File: src/rtl/fpdb_pkg.sv
// Shared types and constants for the frame power meter.
// Holds the frame record, back-end state codes and the log2 fraction table.
// No dependencies.
`timescale 1ns / 1ps

package fpdb_pkg;

	// accumulator and sample widths
	localparam int ENERGY_W = 62;
	localparam int SAMPLE_W = 16;
	localparam int WEIGHT_W = 16;
	localparam int SQ_W     = 31;   // |sample|^2 <= 2^30
	localparam int PROD_W   = 46;   // |sample|^2 * weight < 2^46
	localparam int DB_W     = 17;
	localparam int OFFS_W   = 16;
	localparam int RAW_W    = 16;   // raw dB never exceeds about 47780

	localparam logic [ENERGY_W-1:0] ENERGY_MAX = {ENERGY_W{1'b1}};

	// frame queue between front and back
	localparam int QDEPTH = 4;
	localparam int QPTR_W = 2;
	localparam int QCNT_W = 3;

	// log2 fraction table: 2^TAB_BITS + 1 entries, Q30
	localparam int TAB_BITS  = 8;
	localparam int TAB_SIZE  = (1 << TAB_BITS) + 1;
	localparam int TAB_IDX_W = TAB_BITS + 1;
	localparam int LOG_W     = 31;
	localparam int FRAC_W    = 16;
	localparam int EXP_W     = 6;
	localparam int L2_W      = 36;   // e<<30 + fraction, e <= 61

	// 10*log10(2)*256 in Q16
	localparam logic [25:0] DB_PER_LOG2 = 26'd50504453;
	localparam int MUL_SPLIT = 18;
	localparam int MUL_W     = MUL_SPLIT + 26;

	localparam logic signed [DB_W-1:0] SILENT_DB     = -17'sd30720;
	localparam logic [OFFS_W-1:0]      DB_OFFSET_RST = 16'd34678;

	// normalizer runs six halving steps: 32, 16, 8, 4, 2, 1
	localparam logic [2:0] NORM_LAST = 3'd5;

	typedef struct packed {
		logic [ENERGY_W-1:0] sum;
		logic                clip;
	} fpdb_rec_t;

	typedef enum logic [2:0] {
		ST_IDLE,
		ST_NORM,
		ST_LOOKUP,
		ST_INTERP,
		ST_LOG2,
		ST_MULT,
		ST_SUM,
		ST_DONE
	} back_state_t;

	typedef logic [LOG_W-1:0] log_tab_t [0:TAB_SIZE-1];

	// log2(1 + i/2^TAB_BITS) in Q30 by repeated squaring, fraction truncated
	function automatic log_tab_t build_log_tab();
		log_tab_t        t;
		logic [63:0]     v;
		logic [LOG_W-1:0] y;
		for (int i = 0; i < (1 << TAB_BITS); i++) begin
			v = 64'((1 << TAB_BITS) + i) << (30 - TAB_BITS);
			y = '0;
			for (int k = 1; k <= 30; k++) begin
				v = (v * v) >> 30;
				if (v >= (64'd1 << 31)) begin
					v = v >> 1;
					y = y | (LOG_W'(1) << (30 - k));
				end
			end
			t[i] = y;
		end
		t[TAB_SIZE-1] = LOG_W'(1) << 30;
		return t;
	endfunction

	localparam log_tab_t LOG_TAB = build_log_tab();

endpackage

File: src/rtl/fpdb_front.sv
// Front end: three-stage weighted-square pipeline and saturating accumulator.
// Pushes one frame record per frame end into the frame queue. Uses fpdb_pkg.
`timescale 1ns / 1ps

module fpdb_front (
	input  logic                              clk,
	input  logic                              arst_n,
	input  logic                              push,
	output logic                              full,
	input  logic signed [fpdb_pkg::SAMPLE_W-1:0] sample,
	input  logic [fpdb_pkg::WEIGHT_W-1:0]     weight,
	input  logic                              frame_end,
	input  logic [fpdb_pkg::QCNT_W-1:0]       q_count,
	output logic                              q_push,
	output fpdb_pkg::fpdb_rec_t               q_rec
);

	logic                              take;
	logic [fpdb_pkg::QCNT_W-1:0]       pending;

	logic                              v_s1, v_s2, v_s3;
	logic                              fe_s1, fe_s2, fe_s3;
	logic [fpdb_pkg::SAMPLE_W-1:0]     mag_s1;
	logic [fpdb_pkg::WEIGHT_W-1:0]     w_s1, w_s2;
	logic [fpdb_pkg::SQ_W-1:0]         sq_s2;
	logic [fpdb_pkg::PROD_W-1:0]       p_s3;

	logic [2*fpdb_pkg::SAMPLE_W-1:0]   sq_full;
	logic [fpdb_pkg::SQ_W+fpdb_pkg::WEIGHT_W-1:0] p_full;

	logic [fpdb_pkg::ENERGY_W-1:0]     sum_q;
	logic                              clip_q;
	logic [fpdb_pkg::ENERGY_W:0]       sum_add;
	logic                              ovf;
	logic [fpdb_pkg::ENERGY_W-1:0]     sum_next;
	logic                              clip_next;

	// credit check: queued frames plus frame ends still in the pipeline
	assign pending = q_count + fpdb_pkg::QCNT_W'(fe_s1 & v_s1)
		+ fpdb_pkg::QCNT_W'(fe_s2 & v_s2) + fpdb_pkg::QCNT_W'(fe_s3 & v_s3);
	assign full = (pending >= fpdb_pkg::QCNT_W'(fpdb_pkg::QDEPTH));
	assign take = push & ~full;

	// pipeline valid and frame-end marks
	always_ff @(posedge clk or negedge arst_n) begin
		if (!arst_n) begin
			v_s1  <= 1'b0;
			v_s2  <= 1'b0;
			v_s3  <= 1'b0;
			fe_s1 <= 1'b0;
			fe_s2 <= 1'b0;
			fe_s3 <= 1'b0;
		end else begin
			v_s1  <= take;
			v_s2  <= v_s1;
			v_s3  <= v_s2;
			fe_s1 <= frame_end;
			fe_s2 <= fe_s1;
			fe_s3 <= fe_s2;
		end
	end

	// magnitude, square, weighted product
	assign sq_full = mag_s1 * mag_s1;
	assign p_full  = sq_s2 * w_s2;

	always_ff @(posedge clk) begin
		mag_s1 <= sample[fpdb_pkg::SAMPLE_W-1] ? (fpdb_pkg::SAMPLE_W'(0) - sample) : sample;
		w_s1   <= weight;
		sq_s2  <= sq_full[fpdb_pkg::SQ_W-1:0];
		w_s2   <= w_s1;
		p_s3   <= p_full[fpdb_pkg::PROD_W-1:0];
	end

	// saturating accumulate
	assign sum_add   = {1'b0, sum_q} + (fpdb_pkg::ENERGY_W+1)'(p_s3);
	assign ovf       = sum_add[fpdb_pkg::ENERGY_W];
	assign sum_next  = ovf ? fpdb_pkg::ENERGY_MAX : sum_add[fpdb_pkg::ENERGY_W-1:0];
	assign clip_next = clip_q | ovf;

	always_ff @(posedge clk or negedge arst_n) begin
		if (!arst_n) begin
			sum_q  <= '0;
			clip_q <= 1'b0;
		end else if (v_s3) begin
			if (fe_s3) begin
				sum_q  <= '0;
				clip_q <= 1'b0;
			end else begin
				sum_q  <= sum_next;
				clip_q <= clip_next;
			end
		end
	end

	assign q_push   = v_s3 & fe_s3;
	assign q_rec.sum  = sum_next;
	assign q_rec.clip = clip_next;

endmodule

File: config.mk
export PLATFORM = sky130hd
export DESIGN_NAME = fpdb_front
export DESIGN_NICKNAME = d
export VERILOG_FILES = /design/src/rtl/fpdb_pkg.sv /design/src/rtl/fpdb_front.sv
export SDC_FILE = /design/constraint.sdc
export NUM_CORES = 2
export LEC_CHECK = 0
export ABC_CLOCK_PERIOD_IN_PS = 8800
export BUFFER_PORTS_ARGS = -buffer_cell sky130_fd_sc_hd__clkbuf_2
export CORE_MARGIN = 2
export CORE_UTILIZATION = 55
export DETAILED_ROUTE_END_ITERATION = 8
export GPL_TIMING_DRIVEN = 0
export PLACE_DENSITY = 0.81
export RECOVER_POWER = 25
export SETUP_SLACK_MARGIN = 0.02
export SYNTH_ARGS = -nofsm -noshare
export SYNTH_HDL_FRONTEND = slang
export SYNTH_SLANG_ARGS = --single-unit
File: constraint.sdc
create_clock -name clk -period 8.8 [get_ports clk]
set_clock_uncertainty 0.1 [all_clocks]
set_input_delay 1.32 -clock clk [delete_from_list [all_inputs] [get_ports clk]]
set_output_delay 1.32 -clock clk [all_outputs]
set_load 0.05 [all_outputs]
# After elaboration in Yosys (flattened, before gate mapping)
# Cells that the tools add are included.
[op_classes]
add_sub_neg = 5
n_mul = 2
order_cmp = 1
muxes = 4
bitwise_logic = 7
[ops]
columns = ["op", "n"]
rows = [
  ["$mux 62", 2],
  ["$add 62x46->63", 1],
  ["$mul 31x16->46", 1],
  ["$mul 16x16->31", 1],
  ["$sub 1x16->16 const A", 1],
  ["$mux 15", 1],
  ["$add 3x1->3", 3],
  ["$and 1x1->1", 5],
  ["$ge 3x3->1 const B", 1],
  ["$mux 1", 1],
  ["$not 1->1", 1],
  ["$or 1x1->1", 1],
]
[word_totals]
register_bits = 194
inputBits = 39
output_inout_bits = 65

# Logic depth before layout (Yosys ltp)
[depth]
ltp_word = 7
ltp_mapped = 27

# Worst setup path after synthesis
# OpenSTA, ideal clock, no wires.
[synth_timing]
path_type = "register to register"
startpoint = "register mag_s1[9] (netlist name)"
endpoint = "register sq_s2[30] (netlist name)"
setup_ps = 128
t_arrival_ps = 6084
required_ps = 8572
setup_slack_ps = 2488
path_stages_with_launch = 21
period_less_slack_ps = 6312
cell_sequence = "dfxtp_1 clkbuf_1 nand2_1 fa_1 fa_1 fa_1 inv_1 fa_1 inv_1 fa_1 fa_1 inv_1 ha_1 and3_1 a311oi_1 nand2_1 a221o_1 a41o_1 o41ai_1 mux2i_1 nand4_1"
[synth_via]
elab_chain_cells = 1
[synth_rtl]
columns = ["element", "line", "source"]
rows = [
  ["from (decl)", "fpdb_front.sv:23", "logic [fpdb_pkg::SAMPLE_W-1:0] mag_s1;"],
  ["from (signal assigned)", "fpdb_front.sv:68", "mag_s1 <= sample[fpdb_pkg::SAMPLE_W-1] ? (fpdb_pkg::SAMPLE_W'(0) - sample) : sample;"],
  ["$mul 16x16->31", "fpdb_front.sv:64", "assign sq_full = mag_s1 * mag_s1;"],
  ["net sq_full, one bit", "fpdb_front.sv:28", "logic [2*fpdb_pkg::SAMPLE_W-1:0] sq_full;"],
  ["to (signal assigned)", "fpdb_front.sv:70", "sq_s2 <= sq_full[fpdb_pkg::SQ_W-1:0];"],
  ["to (decl)", "fpdb_front.sv:25", "logic [fpdb_pkg::SQ_W-1:0] sq_s2;"],
]
# The timed path passes the listed nets, and every way through them passes these cells.
# A chain may end at the register's enable or synchronous reset.

# Final worst setup path
[layout_timing]
startpoint = "register sq_s2[12] (netlist name)"
endpoint = "register p_s3[43] (netlist name)"
[layout_via]
elab_chain_cells = 1
[layout_rtl]
columns = ["element", "line", "source"]
rows = [
  ["$mul 31x16->46", "fpdb_front.sv:65", "assign p_full = sq_s2 * w_s2;"],
  ["net p_full, one bit", "fpdb_front.sv:29", "logic [fpdb_pkg::SQ_W+fpdb_pkg::WEIGHT_W-1:0] p_full;"],
  ["to (signal assigned)", "fpdb_front.sv:72", "p_s3 <= p_full[fpdb_pkg::PROD_W-1:0];"],
  ["to (decl)", "fpdb_front.sv:26", "logic [fpdb_pkg::PROD_W-1:0] p_s3;"],
]
# The timed path passes the listed nets, and every way through them passes these cells.

==> reports/summary.txt <==
# clock sinks: 193
Post-Syn Area: 30,800 sq um
HP Class: reg -> reg
Yosys cell types: 76
IO Port Bufs: 103
post-DP HPWL: 62,900 um
Final TNS setup: 0 ns
critical path endpoint category: flop
post_cts resized: 0
maximum clock insertion buffer count: 2
TritonCTS clock tree: yes
H-tree Lvls: 4
Num CTS Buffers: 17
actual slew at the worst max-slew pin: 3.11 ns
wirelength, routed: 74,900 um
WP data arrival: 7.78 ns
area delta synth->final: 6.83%
Worst-Skew Late Latency: 0.50 ns
share of Yosys cell area claimed by the top area cell type: 0.365
Die Span X: 241 um
Max Cap Viol: 1
Syn. warnings: 0
largest net degree at the start of global routing: 58
routability cong.: 1.01
Post-synth top flop: dfxtp_1
I/O Pins: 104
clk root buf: clkbuf_16
most frequent cells in the layout: inv_1 (691), fa_1 (563), nand2_1 (455)
# DRC: 0
final hold violations: 0
cell count after synthesis: 3,421
full die area: 58,000 sq um
cell taking the most area after synthesis: fa_1
Final Cycle Share: 0.852
RSZ-0062 raised after global routing: no
initial antenna violation count: 0
Nets: 4,411
post-layout util: 0.596
failing checks: capacitance limit, slew limit
Core Area: 55,300 sq um
layout cells sized above 1: 0.0472
worst path required time: 9.09 ns
Adder-Cell Fraction of Synth Area: 0.471
Post-synth EDFFs: 0
Cell Rows: 86
crit path launch type: flop
multiplexer share of the synthesized area: 0.00142
Crit Path Category: reg -> reg
Initial Util: 0.558
Synth Area per Inst: 9.02 sq um
Max Fclk: 133 MHz
synth top area cells: fa_1 (37%), ha_1 (11%), inv_1 (8.4%)
min-delay src: w_s1[7]$_DFF_P_
commonest non-fill, non-tap cell in the layout: inv_1
Post-CTS Setup Repair Bufs: 0
via-per-instance ratio: 5.43
post-synthesis xor/xnor area fraction: 0.0383
FF-to-FF End: p_s3[43]$_DFF_P_
Synth Area in Simple Gates: 0.152
drt initial violations: 1,666
Die Height: 241 um
reg2reg start: sq_s2[12]$_DFF_P_
hold buffers post-CTS: 0
status: finished with violations
Critical Path Fanout Max: 10
wire per inst: 17.4 um
vias: 23,410
Worst-path clk slew: 0.08 ns
DP Area: 32,300 sq um
first-pass GRT wire length: 123,000 um
Hold Path Sink: w_s2[7]$_DFF_P_
ANT nets after route: 0
Remaining Overflow, GRT: 0
Final min period: 7.50 ns
Worst R2R Path Depth: 23
largest family of logic cells by synthesized area: adder cells
ys async rst share: 0.358
compound-cell area share of the yosys netlist: 0.0985
Slew HR: -1.07
Pins Over Slew Limit: 58
register area share after synthesis: 0.136
Reg2Reg Setup Slack: 1.30 ns
vias in the first global route: 24,401
design area: 32,900 sq um
Yosys reg bits: 193
Total Routing Usage GR: 0.274
Hold Path Depth: 0
total iterations of the first detailed-routing run: 6
# setup viols final: 0
## kinds of logic after synthesis
| family | Yosys count |
|---|---|
| fa+ha+maj | 822 |
| compound gates | 456 |
| simple gates | 977 |
| other cells | 2 |
| xor+xnor | 135 |
| buf+inv | 832 |
| flops | 193 |
| mux | 4 |
## cell type report
cell class / count / area [sq um]
plain buffers: 139 / 551
multi-input cells: 2402 / 23500
clock buffers: 17 / 425
flip-flops and latches: 193 / 4210
fillers: 4730 / 22400
inverters: 693 / 2600
diodes: 1 / 2.50
repair buffers: 104 / 512
clock inverters: 15 / 209
well taps: 748 / 936
## flip-flops by register name (all words and copies together), names as in the netlist, 16 cells and up
name	cells
p_s3	46
w_s1	16
sum_q	62
w_s2	16
sq_s2	30
mag_s1	16
## synth_stat cells (7+ instances only)
master and count:
a211o_1 7, a21o_1 69, a21oi_1 142, a22o_1 39, a31oi_1 18, and2_1 258
and3_1 19, clkbuf_1 129, dfrtp_1 69, dfxtp_1 124, fa_1 563, ha_1 259
inv_1 691, nand2_1 455, nand2b_1 19, nand3_1 21, nand4_1 18, nor2_1 103
nor2b_1 21, nor3_1 26, o21a_1 17, o21ai_0 78, o21ai_1 7, o21bai_1 15
or2_2 8, or3_1 9, xnor2_1 102, xor2_1 33
## worst max-delay path by stage
stage | to | slack [ns] | cells after the start | from
6_report | p_s3[43]$_DFF_P_ | 1.30 | 23 | sq_s2[12]$_DFF_P_
5_1_grt | p_s3[43]$_DFF_P_ | 1.02 | 23 | sq_s2[7]$_DFF_P_
4_1_cts | p_s3[43]$_DFF_P_ | 1.37 | 23 | sq_s2[12]$_DFF_P_
3_5_place_dp | p_s3[43]$_DFF_P_ | 1.43 | 23 | sq_s2[12]$_DFF_P_
3_3_place_gp | p_s3[43]$_DFF_P_ | 1.46 | 23 | sq_s2[11]$_DFF_P_
2_1_floorplan | sq_s2[30]$_DFF_P_ | 2.49 | 20 | mag_s1[9]$_DFF_P_
## worst max-delay path, cell delays in order (launching register included)
cell and delay, ns:
dfxtp_1 0.50, clkbuf_1 0.53, nand2_1 0.18, fa_1 0.56
fa_1 0.51, fa_1 0.54, inv_1 0.06, fa_1 0.49
fa_1 0.50, inv_1 0.05, fa_1 0.48, inv_1 0.04
ha_1 0.35, nand2_1 0.14, nor3_1 0.23, a21oi_1 0.12
nor2b_1 0.15, a211o_1 0.34, a211oi_1 0.44, o21ai_0 0.28
a311oi_1 0.43, a21o_1 0.18, a21oi_1 0.07, xnor2_1 0.12
## layer usage
metal  vias to the layer above  track usage  share of wire
met5                         -            0              0
met4                         0        0.124          0.047
met3                       208       0.0578          0.088
met2                      1039        0.451           0.46
met1                     11373        0.348           0.40
li1                      10790            -              -
## per-stage QoR
stage | setup WS, ns | instances | hold WS [ns]
after floorplan | 2.49 | 3427 | 0.210
after global placement | 1.46 | 4278 | 0.210
after detailed placement | 1.43 | 4279 | 0.212
after CTS | 1.37 | 4311 | 0.223
after global routing | 1.02 | 4311 | 0.224
final | 1.30 | 4312 | 0.223
Power is not shown: default switching activity piles up to over one toggle a cycle in this logic, so the estimate is an artifact.
