**config.mk**
```make
export PLATFORM = sky130hd
export DESIGN_NAME = fpdb_queue
export DESIGN_NICKNAME = d
export VERILOG_FILES = /design/src/rtl/fpdb_pkg.sv /design/src/rtl/fpdb_queue.sv
export SDC_FILE = /design/constraint.sdc
export NUM_CORES = 1
export LEC_CHECK = 0
export BUFFER_PORTS_ARGS = -buffer_cell sky130_fd_sc_hd__buf_4
export CORE_MARGIN = 2
export CORE_UTILIZATION = 41
export DETAILED_ROUTE_END_ITERATION = 7
export GPL_ROUTABILITY_DRIVEN = 0
export PLACE_DENSITY_LB_ADDON = 0.08
export SLEW_MARGIN = 20
export SYNTH_ARGS = -nofsm -noshare
export SYNTH_HDL_FRONTEND = slang
export SYNTH_SLANG_ARGS = --single-unit
```
**constraint.sdc**
```tcl
create_clock -name clk -period 2.4 [get_ports clk]
set_input_delay 0.36 -clock clk [delete_from_list [all_inputs] [get_ports clk]]
set_output_delay 0.36 -clock clk [all_outputs]
set_load 0.01 [all_outputs]
```
**src/rtl/fpdb_pkg.sv**
```systemverilog
// Shared types and constants for the frame power meter.
// Holds the frame record, back-end state codes and the log2 fraction table.
// No dependencies.
`timescale 1ns / 1ps

package fpdb_pkg;

	// accumulator and sample widths
	localparam int ENERGY_W = 62;
	localparam int SAMPLE_W = 16;
	localparam int WEIGHT_W = 16;
	localparam int SQ_W     = 31;   // |sample|^2 <= 2^30
	localparam int PROD_W   = 46;   // |sample|^2 * weight < 2^46
	localparam int DB_W     = 17;
	localparam int OFFS_W   = 16;
	localparam int RAW_W    = 16;   // raw dB never exceeds about 47780

	localparam logic [ENERGY_W-1:0] ENERGY_MAX = {ENERGY_W{1'b1}};

	// frame queue between front and back
	localparam int QDEPTH = 4;
	localparam int QPTR_W = 2;
	localparam int QCNT_W = 3;

	// log2 fraction table: 2^TAB_BITS + 1 entries, Q30
	localparam int TAB_BITS  = 8;
	localparam int TAB_SIZE  = (1 << TAB_BITS) + 1;
	localparam int TAB_IDX_W = TAB_BITS + 1;
	localparam int LOG_W     = 31;
	localparam int FRAC_W    = 16;
	localparam int EXP_W     = 6;
	localparam int L2_W      = 36;   // e<<30 + fraction, e <= 61

	// 10*log10(2)*256 in Q16
	localparam logic [25:0] DB_PER_LOG2 = 26'd50504453;
	localparam int MUL_SPLIT = 18;
	localparam int MUL_W     = MUL_SPLIT + 26;

	localparam logic signed [DB_W-1:0] SILENT_DB     = -17'sd30720;
	localparam logic [OFFS_W-1:0]      DB_OFFSET_RST = 16'd34678;

	// normalizer runs six halving steps: 32, 16, 8, 4, 2, 1
	localparam logic [2:0] NORM_LAST = 3'd5;

	typedef struct packed {
		logic [ENERGY_W-1:0] sum;
		logic                clip;
	} fpdb_rec_t;

	typedef enum logic [2:0] {
		ST_IDLE,
		ST_NORM,
		ST_LOOKUP,
		ST_INTERP,
		ST_LOG2,
		ST_MULT,
		ST_SUM,
		ST_DONE
	} back_state_t;

	typedef logic [LOG_W-1:0] log_tab_t [0:TAB_SIZE-1];

	// log2(1 + i/2^TAB_BITS) in Q30 by repeated squaring, fraction truncated
	function automatic log_tab_t build_log_tab();
		log_tab_t        t;
		logic [63:0]     v;
		logic [LOG_W-1:0] y;
		for (int i = 0; i < (1 << TAB_BITS); i++) begin
			v = 64'((1 << TAB_BITS) + i) << (30 - TAB_BITS);
			y = '0;
			for (int k = 1; k <= 30; k++) begin
				v = (v * v) >> 30;
				if (v >= (64'd1 << 31)) begin
					v = v >> 1;
					y = y | (LOG_W'(1) << (30 - k));
				end
			end
			t[i] = y;
		end
		t[TAB_SIZE-1] = LOG_W'(1) << 30;
		return t;
	endfunction

	localparam log_tab_t LOG_TAB = build_log_tab();

endpackage

```
**src/rtl/fpdb_queue.sv**
```systemverilog
// Four-entry frame record queue between front and back end.
// Uses fpdb_pkg for the record type and depth.
`timescale 1ns / 1ps

module fpdb_queue (
	input  logic                        clk,
	input  logic                        arst_n,
	input  logic                        push,
	input  fpdb_pkg::fpdb_rec_t         rec_in,
	input  logic                        pop,
	output logic                        valid,
	output fpdb_pkg::fpdb_rec_t         rec_out,
	output logic [fpdb_pkg::QCNT_W-1:0] count
);

	fpdb_pkg::fpdb_rec_t         ent_q [fpdb_pkg::QDEPTH];
	logic [fpdb_pkg::QPTR_W-1:0] wr_ptr_q, rd_ptr_q;
	logic [fpdb_pkg::QCNT_W-1:0] cnt_q;
	logic                        do_pop;

	assign valid   = (cnt_q != '0);
	assign do_pop  = pop & valid;
	assign rec_out = ent_q[rd_ptr_q];
	assign count   = cnt_q;

	// storage, written only on push (front never overfills by credit)
	always_ff @(posedge clk) begin
		if (push) begin
			ent_q[wr_ptr_q] <= rec_in;
		end
	end

	// pointers and fill count
	always_ff @(posedge clk or negedge arst_n) begin
		if (!arst_n) begin
			wr_ptr_q <= '0;
			rd_ptr_q <= '0;
			cnt_q    <= '0;
		end else begin
			if (push) begin
				wr_ptr_q <= wr_ptr_q + fpdb_pkg::QPTR_W'(1);
			end
			if (do_pop) begin
				rd_ptr_q <= rd_ptr_q + fpdb_pkg::QPTR_W'(1);
			end
			cnt_q <= cnt_q + fpdb_pkg::QCNT_W'(push) - fpdb_pkg::QCNT_W'(do_pop);
		end
	end

endmodule

```
### Yosys cells after proc, flatten, opt, wreduce, memory -nomap -nowiden

Memory sizes are Yosys's and may differ from the RTL's.
Index checks and enable logic that the tools add are counted.

* add/subtract/negate cells: 4
* multiply operators: 0
* div/mod/pow operators: 0
* order comparisons: 0
* eq/ne operators: 0
* shift operators: 0
* multiplexer cells: 2
* bitwise gates (word level): 1
* reductions and logical operators: 1

Operators by type and width (count)
* $add 2x1->2 const B: 2
* $add 3x1->3: 1
* $reduce_bool 3->1: 1
* $sub 3x1->3: 1
* $mux 1: 2
* $and 1x1->1: 1

* bits in registers: 7
* latch bits: 0
* memory bits (writable): 252
* memory bits (read-only): 0
* input bits: 67
* logic and storage cells: 12
* memories: 1

Memories
* ent_q: words 4, width 63, read ports 1, clocked after memory_dff 0, write ports 1, RTL line fpdb_queue.sv:16 `fpdb_pkg::fpdb_rec_t ent_q [fpdb_pkg::QDEPTH];`

### Logic depth before layout (Yosys ltp)

Gate-level depths: netlist (run 1).

* depth after elaboration: 3
* depth in mapped cells: 7

### Worst setup path before layout (run 1)

OpenSTA, ideal clock, no wires.

* kind: reg2reg
* start point: reg wr_ptr_q[0] (netlist name)
* end point: mem ent_q[0][0] (netlist name) (enable)
* arrival: 2104 ps
* setup slack: -131 ps
* cell stages (with the launch flop): 4
* buffers on the path: 0
* clock period less this slack: 2531 ps
* path through: dfrtp_1 inv_1 ha_1 and2_1

RTL lines
* start: declaration: RTL line fpdb_queue.sv:17 `logic [fpdb_pkg::QPTR_W-1:0] wr_ptr_q, rd_ptr_q;`
* start signal: assignment: RTL line fpdb_queue.sv:41 `wr_ptr_q <= wr_ptr_q + fpdb_pkg::QPTR_W'(1);`
* end: declaration: RTL line fpdb_queue.sv:16

Straight into the memory's write port.

==> results of run 1 <==
## flip-flops by register name, summed over array words and instances (netlist names)
register,cells
wr_ptr_q,2
rd_ptr_q,2
ent_q,252
count,3
## synthesized netlist by cell type (all sizes together)
cell type,count
or3,1
ha,6
mux4,63
and2,4
inv,6
dfrtp,7
xnor2,3
o31a,1
fa,1
nand2,1
o311ai,1
buf,14
o21ai,1
xor2,2
edfxtp,252
## layout make-up
class,instances,area (µm²),share of cell area
timing repair buffer,148,1398,0.1167
clock buffer,38,726.9,0.06069
clock inverter,11,98.84,0.008252
sequential,259,7750,0.6470
multi-input combinational,84,1625,0.1357
tap,285,356.6,0.02977
inverter,6,22.52,0.001880
## cell families (layout without fill, tap and decap cells)
| logic type | count (synthesis) | count (layout) | share of synthesized area |
|---|---|---|---|
| multiplexers | 63 | 63 | 0.1495 |
| AND/OR/NAND/NOR | 6 | 6 | 0.003691 |
| AO/OA/AOI/OAI | 3 | 3 | 0.002373 |
| buffers and inverters | 20 | 203 | 0.01397 |
| adder cells (fa/ha/maj) | 7 | 7 | 0.01002 |
| XOR/XNOR | 5 | 5 | 0.004615 |
| flip-flops | 259 | 259 | 0.8158 |
## repair_timing
action                                 4_1_cts  5_1_grt
hold buffers                                 1        0
gates cloned                                 0        2
resized for setup                           40        1
endpoints found under the hold margin        7        0
setup endpoints to repair                   39       40
## report_power, final
group	internal, mW	total, mW	switching [mW]	leakage (nW)
sequential	5.93	6.17	0.246	2.39
clock	2.31	3.86	1.55	0.403
combinational	2.69	5.02	2.33	1.33
total	10.9	15.1	4.13	4.13
## worst register-to-register path, delay by kind of cell, from the launching register on
kind,cells,cell delay (ns)
buffers and inverters,1,0.04
adders and majority gates,3,0.84
AOI/OAI and AO/OA,1,0.35
DFF,1,0.44
xor gates and xnor gates,2,0.35
## layer usage
metal | vias to the layer above | wire, µm | part of all wire | track usage
met4 | 0 | 386 | 0.022 | 0.03582
met3 | 26 | 850 | 0.048 | 0.03528
met2 | 96 | 9477 | 0.53 | 0.2625
met1 | 2223 | 7114 | 0.40 | 0.1745
met5 | - | 0 | 0 | 0
li1 | 1881 | - | - | -
## worst max path at each step
stage	startpoint	end	slack [ns]	cells after the start
after floorplan	count[1]	count[2]	0.42	7
after global placement	count[1]	count[2]	0.44	7
after detailed placement	count[1]	count[2]	0.30	7
after CTS	rd_ptr_q[0]	rec_out[34]	-0.04	3
after global routing	rd_ptr_q[0]	rec_out[56]	-0.05	3
final	rd_ptr_q[0]	rec_out[25]	0.02	3
==> metrics.txt, run 1 <==
run status=finished, final reports clean; WS Path Type=register to output pin; data arrival time of the critical path=2.02 ns; CP peak stage delay=0.54 ns; clock slew at reported path FFs=0.06 ns; Clock Root Buffer=sky130_fd_sc_hd__clkbuf_16; endpoint required time on the critical path=2.04 ns; final instance area=11,980 µm²; cell area after synthesis=9490 µm²; initial antenna violation count=0; capturing element type of the critical path=output pin; Placement Setup Slack=0.3020 ns; top post-synthesis cells by area=sky130_fd_sc_hd__edfxtp_1, sky130_fd_sc_hd__mux4_2, sky130_fd_sc_hd__dfrtp_1; final worst hold slack=0.03855 ns; global-route usage over all layers=0.1448; crit start category=register; worst-case reg-to-reg path depth=7; count of final setup violators=0; portion of the clock cycle consumed by the worst path in the final layout=0.9929; top achievable clock speed=0.4196 GHz; Die H=156.1 µm; placed cell count=779; Post-Route Utilization=0.5274; TritonCTS Sinks=259; Synth Register Bits=259; input/output buffers=133; fin worst setup slack=0.01705 ns; initial core utilization=0.4179; number of global-route vias before repair=4,668; sequential element share of the synthesized area=0.8158; horizontal die dimension=156.1 µm; via count normalized by instance count=5.085; Cells after Synth=363; hpwl dp=10.15 mm; start point of the worst hold path=rec_in[57]; DR DRC count=0; number of non-filler instances in the completed layout=831; Relative slew margins=0.6884; Max IR drop VDD=903.4 µV; Hold Path Cell Cnt=1; time the final worst path needs with I/O delays and setup=2.383 ns; TritonCTS clock tree=built; Post-DP Area=10,930 µm²; cell area power density=1257 nW/µm²; Total Nets Final=600; Clock Latency Late Sink=0.52 ns; post-synth top area cell=sky130_fd_sc_hd__edfxtp_1; register-to-register path setup slack=0.30 ns; number of buffers and inverters on the critical path=2; number of design-rule violations left by the first detailed-router iteration=179; number of inserted diodes=0; total number of vias=4,226; static leakage power=4.132 nW; post-synthesis area per instance=26.14 µm²; max-capacitance violation count=0; number of standard-cell rows in the floorplan=55; CP top delay family=flip-flops; remaining global-route overflow=0; most frequent standard cell in the layout excluding fill and tap cells=sky130_fd_sc_hd__edfxtp_1; Area growth syn-to-layout=26.21%; commonest cells after routing, fill and taps aside=sky130_fd_sc_hd__edfxtp_1, sky130_fd_sc_hd__buf_4, sky130_fd_sc_hd__mux4_2, sky130_fd_sc_hd__buf_6, sky130_fd_sc_hd__clkbuf_16; maximum number of buffers from clock root to sink=3; startpoint of the worst-slack reg-to-reg timing path=count[1]; floorplan die area=24,380 µm²; total of fill cells in the finished design=1,800; Total Neg Setup Slack=0 ns; number of top-level pins=134; Slew Limit Fails=0; ANT nets after route=0; global-route wire length before repair=26.36 mm; DRT Pass-1 Iters=4; core region area=22,710 µm²; routed wire length=17.83 mm; post-synthesis net count=437; hold endpoint=ent_q[2][57]; worst-path cell chain=clkbuf_16, mux4_2, buf_6; power after layout=15.06 mW; type of the most critical hold path=input port to register; fraction of final layout cells sized beyond drive strength 1=0.4579; slew at the pin closest to its max-slew limit=0.4615 ns; Clock H-tree levels=1; clock skew after layout=0.01331 ns; worst flop-to-flop path endpoint=count[2]; peak fanout along the critical path=19; number of warnings issued by yosys=0; post-synth top area share=0.7974; final routed wire length divided by cell count=21.45 µm; Fin. Hold Viols=0; maximum number of pins on one net before global-route repair=40; CP max-delay cell=sky130_fd_sc_hd__dfrtp_4; unrepaired setup endpoints after global routing=true; post-CTS repair timing setup buffer count=0; Synth cell types=17; number of buffers created by CTS=27
No activity file was read; power rests on OpenSTA's default activity.
==> run 2, diff against run 1 <==
--- a/config.mk
+++ b/config.mk
@@ -5,8 +5,8 @@
 export SDC_FILE = /design/constraint.sdc
 export NUM_CORES = 1
 export LEC_CHECK = 0
+export ABC_CLOCK_PERIOD_IN_PS = 2400
 export BUFFER_PORTS_ARGS = -buffer_cell sky130_fd_sc_hd__buf_4
-export CORE_MARGIN = 2
 export CORE_UTILIZATION = 41
 export DETAILED_ROUTE_END_ITERATION = 7
 export GPL_ROUTABILITY_DRIVEN = 0
==> metrics.txt, run 2 (synthesis gave the netlist of run 1 again) <==
detailed-routed wire length on met3=831 µm; run status=finished, final reports clean; floorplan die area=23,760 µm²; flip-flop count of the largest register, all copies and words added=252; total of fill cells in the finished design=1,757; Clock Latency Late Sink=0.52 ns; worst-case reg-to-reg path depth=7; cell area power density=1261 nW/µm²; Max IR drop VDD=756.1 µV; final worst hold slack=0.02579 ns; portion of the clock cycle consumed by the worst path in the final layout=0.9811; Relative slew margins=0.6647; global-route wire length before repair=27.19 mm; hpwl dp=10.53 mm; crit start category=register; fin worst setup slack=0.04543 ns; capturing element type of the critical path=output pin; power after layout=15.13 mW; number of buffers created by CTS=28; top achievable clock speed=0.4247 GHz; register ranked first by flip-flop count=ent_q; slew at the pin closest to its max-slew limit=0.5029 ns; total number of vias=4,230; via count normalized by instance count=5.060; Fin. Hold Viols=0; Clock Root Buffer=sky130_fd_sc_hd__clkbuf_16; post-CTS repair timing setup buffer count=0; number of non-filler instances in the completed layout=836; Met1 Routed Length=7.026 mm; Die H=154.1 µm; metal2 WL=9.441 mm; count of final setup violators=0; DR DRC count=0; static leakage power=4.160 nW; number of inserted diodes=0; maximum number of pins on one net before global-route repair=34; Total Neg Setup Slack=0 ns; Area growth syn-to-layout=26.49%; type of the most critical hold path=input port to register; most frequent standard cell in the layout excluding fill and tap cells=sky130_fd_sc_hd__edfxtp_1; number of top-level pins=134; routed wire length=17.81 mm; fraction of final layout cells sized beyond drive strength 1=0.4719; clock skew after layout=0.008797 ns; time the final worst path needs with I/O delays and setup=2.355 ns; clock slew at reported path FFs=0.06 ns; Hold Path Cell Cnt=1; ANT nets after route=0; WS Path Type=register to output pin; TritonCTS Sinks=259; initial core utilization=0.4192; Placement Setup Slack=0.3460 ns; global-route usage over all layers=0.1547; unrepaired setup endpoints after global routing=true; remaining global-route overflow=0; maximum number of buffers from clock root to sink=3; core region area=22,640 µm²; commonest cells after routing, fill and taps aside=sky130_fd_sc_hd__edfxtp_1, sky130_fd_sc_hd__buf_4, sky130_fd_sc_hd__mux4_2, sky130_fd_sc_hd__clkbuf_16, sky130_fd_sc_hd__buf_6; data arrival time of the critical path=1.99 ns; horizontal die dimension=154.1 µm; max-capacitance violation count=0; peak fanout along the critical path=21; number of global-route vias before repair=4,703; number of design-rule violations left by the first detailed-router iteration=190; final routed wire length divided by cell count=21.30 µm; Total Nets Final=603; input/output buffers=133; Slew Limit Fails=0; endpoint required time on the critical path=2.04 ns; Clock H-tree levels=1; DRT Pass-1 Iters=4; placed cell count=782; TritonCTS clock tree=built; number of standard-cell rows in the floorplan=55; initial antenna violation count=0; uppermost layer routed=met4
[run 2: cell count changes in the layout (fill, tap and decap cells not counted), sizes merged]
| cell | change |
|---|---|
| buf | +4 |
| clkbuf | -7 |
| inv | +1 |
| clkinv | +6 |
| clkinvlp | +1 |
[run 2: routing by layer]
layer	vias to the layer above	global-route usage
met5	-	0
met4	0	0.05143
met1	2211	0.1886
li1	1890	-
met3	29	0.03298
met2	100	0.2738
[run 2: cell type report]
type / count / area (µm²) / area share
clock inverters: 19 / 146.4 / 0.01220
clock buffers: 33 / 740.7 / 0.06171
multi-input cells: 84 / 1625 / 0.1354
inverters: 6 / 22.52 / 0.001876
well taps: 285 / 356.6 / 0.02971
repair buffers: 150 / 1363 / 0.1135
flip-flops and latches: 259 / 7750 / 0.6456
[run 2: timing repair]
item	in CTS	in global routing
hold endpoints to repair	7	0
cloned	1	0
endpoints found under the setup margin	41	24
hold buffers	1	0
resized for setup	3	23
[run 2: metrics by stage]
step	area, µm²	utilization
after CTS	11920	0.5264
final	12000	0.5302
after global placement	10980	0.4849
after floorplan	9495	-
after global routing	12000	0.5302
after detailed placement	10980	0.4849
[run 2: critical path, cell delays in order (launching register included)]
cell and delay [ns]:
sky130_fd_sc_hd__dfrtp_4 0.51, sky130_fd_sc_hd__buf_16 0.23, sky130_fd_sc_hd__mux4_2 0.56, sky130_fd_sc_hd__buf_6 0.15
[run 2: where the power goes]
part	leakage [nW]	internal [mW]	total (mW)	switching [mW]
logic	1.32	2.60	4.90	2.30
registers	2.39	5.93	6.17	0.243
clock network	0.441	2.41	4.06	1.65
[run 2: worst paths after layout]
kind	endpoint	from	slack [ns]
setup / recovery	rec_out[31]	rd_ptr_q[0]	0.05
hold / removal	ent_q[1][4]	rec_in[4]	0.03
setup reg to reg	count[2]	count[1]	0.32
hold reg to reg	wr_ptr_q[0]	wr_ptr_q[0]	0.56
max in group asynchronous	rd_ptr_q[0]	arst_n	2.07
min in group asynchronous	count[1]	arst_n	0.18
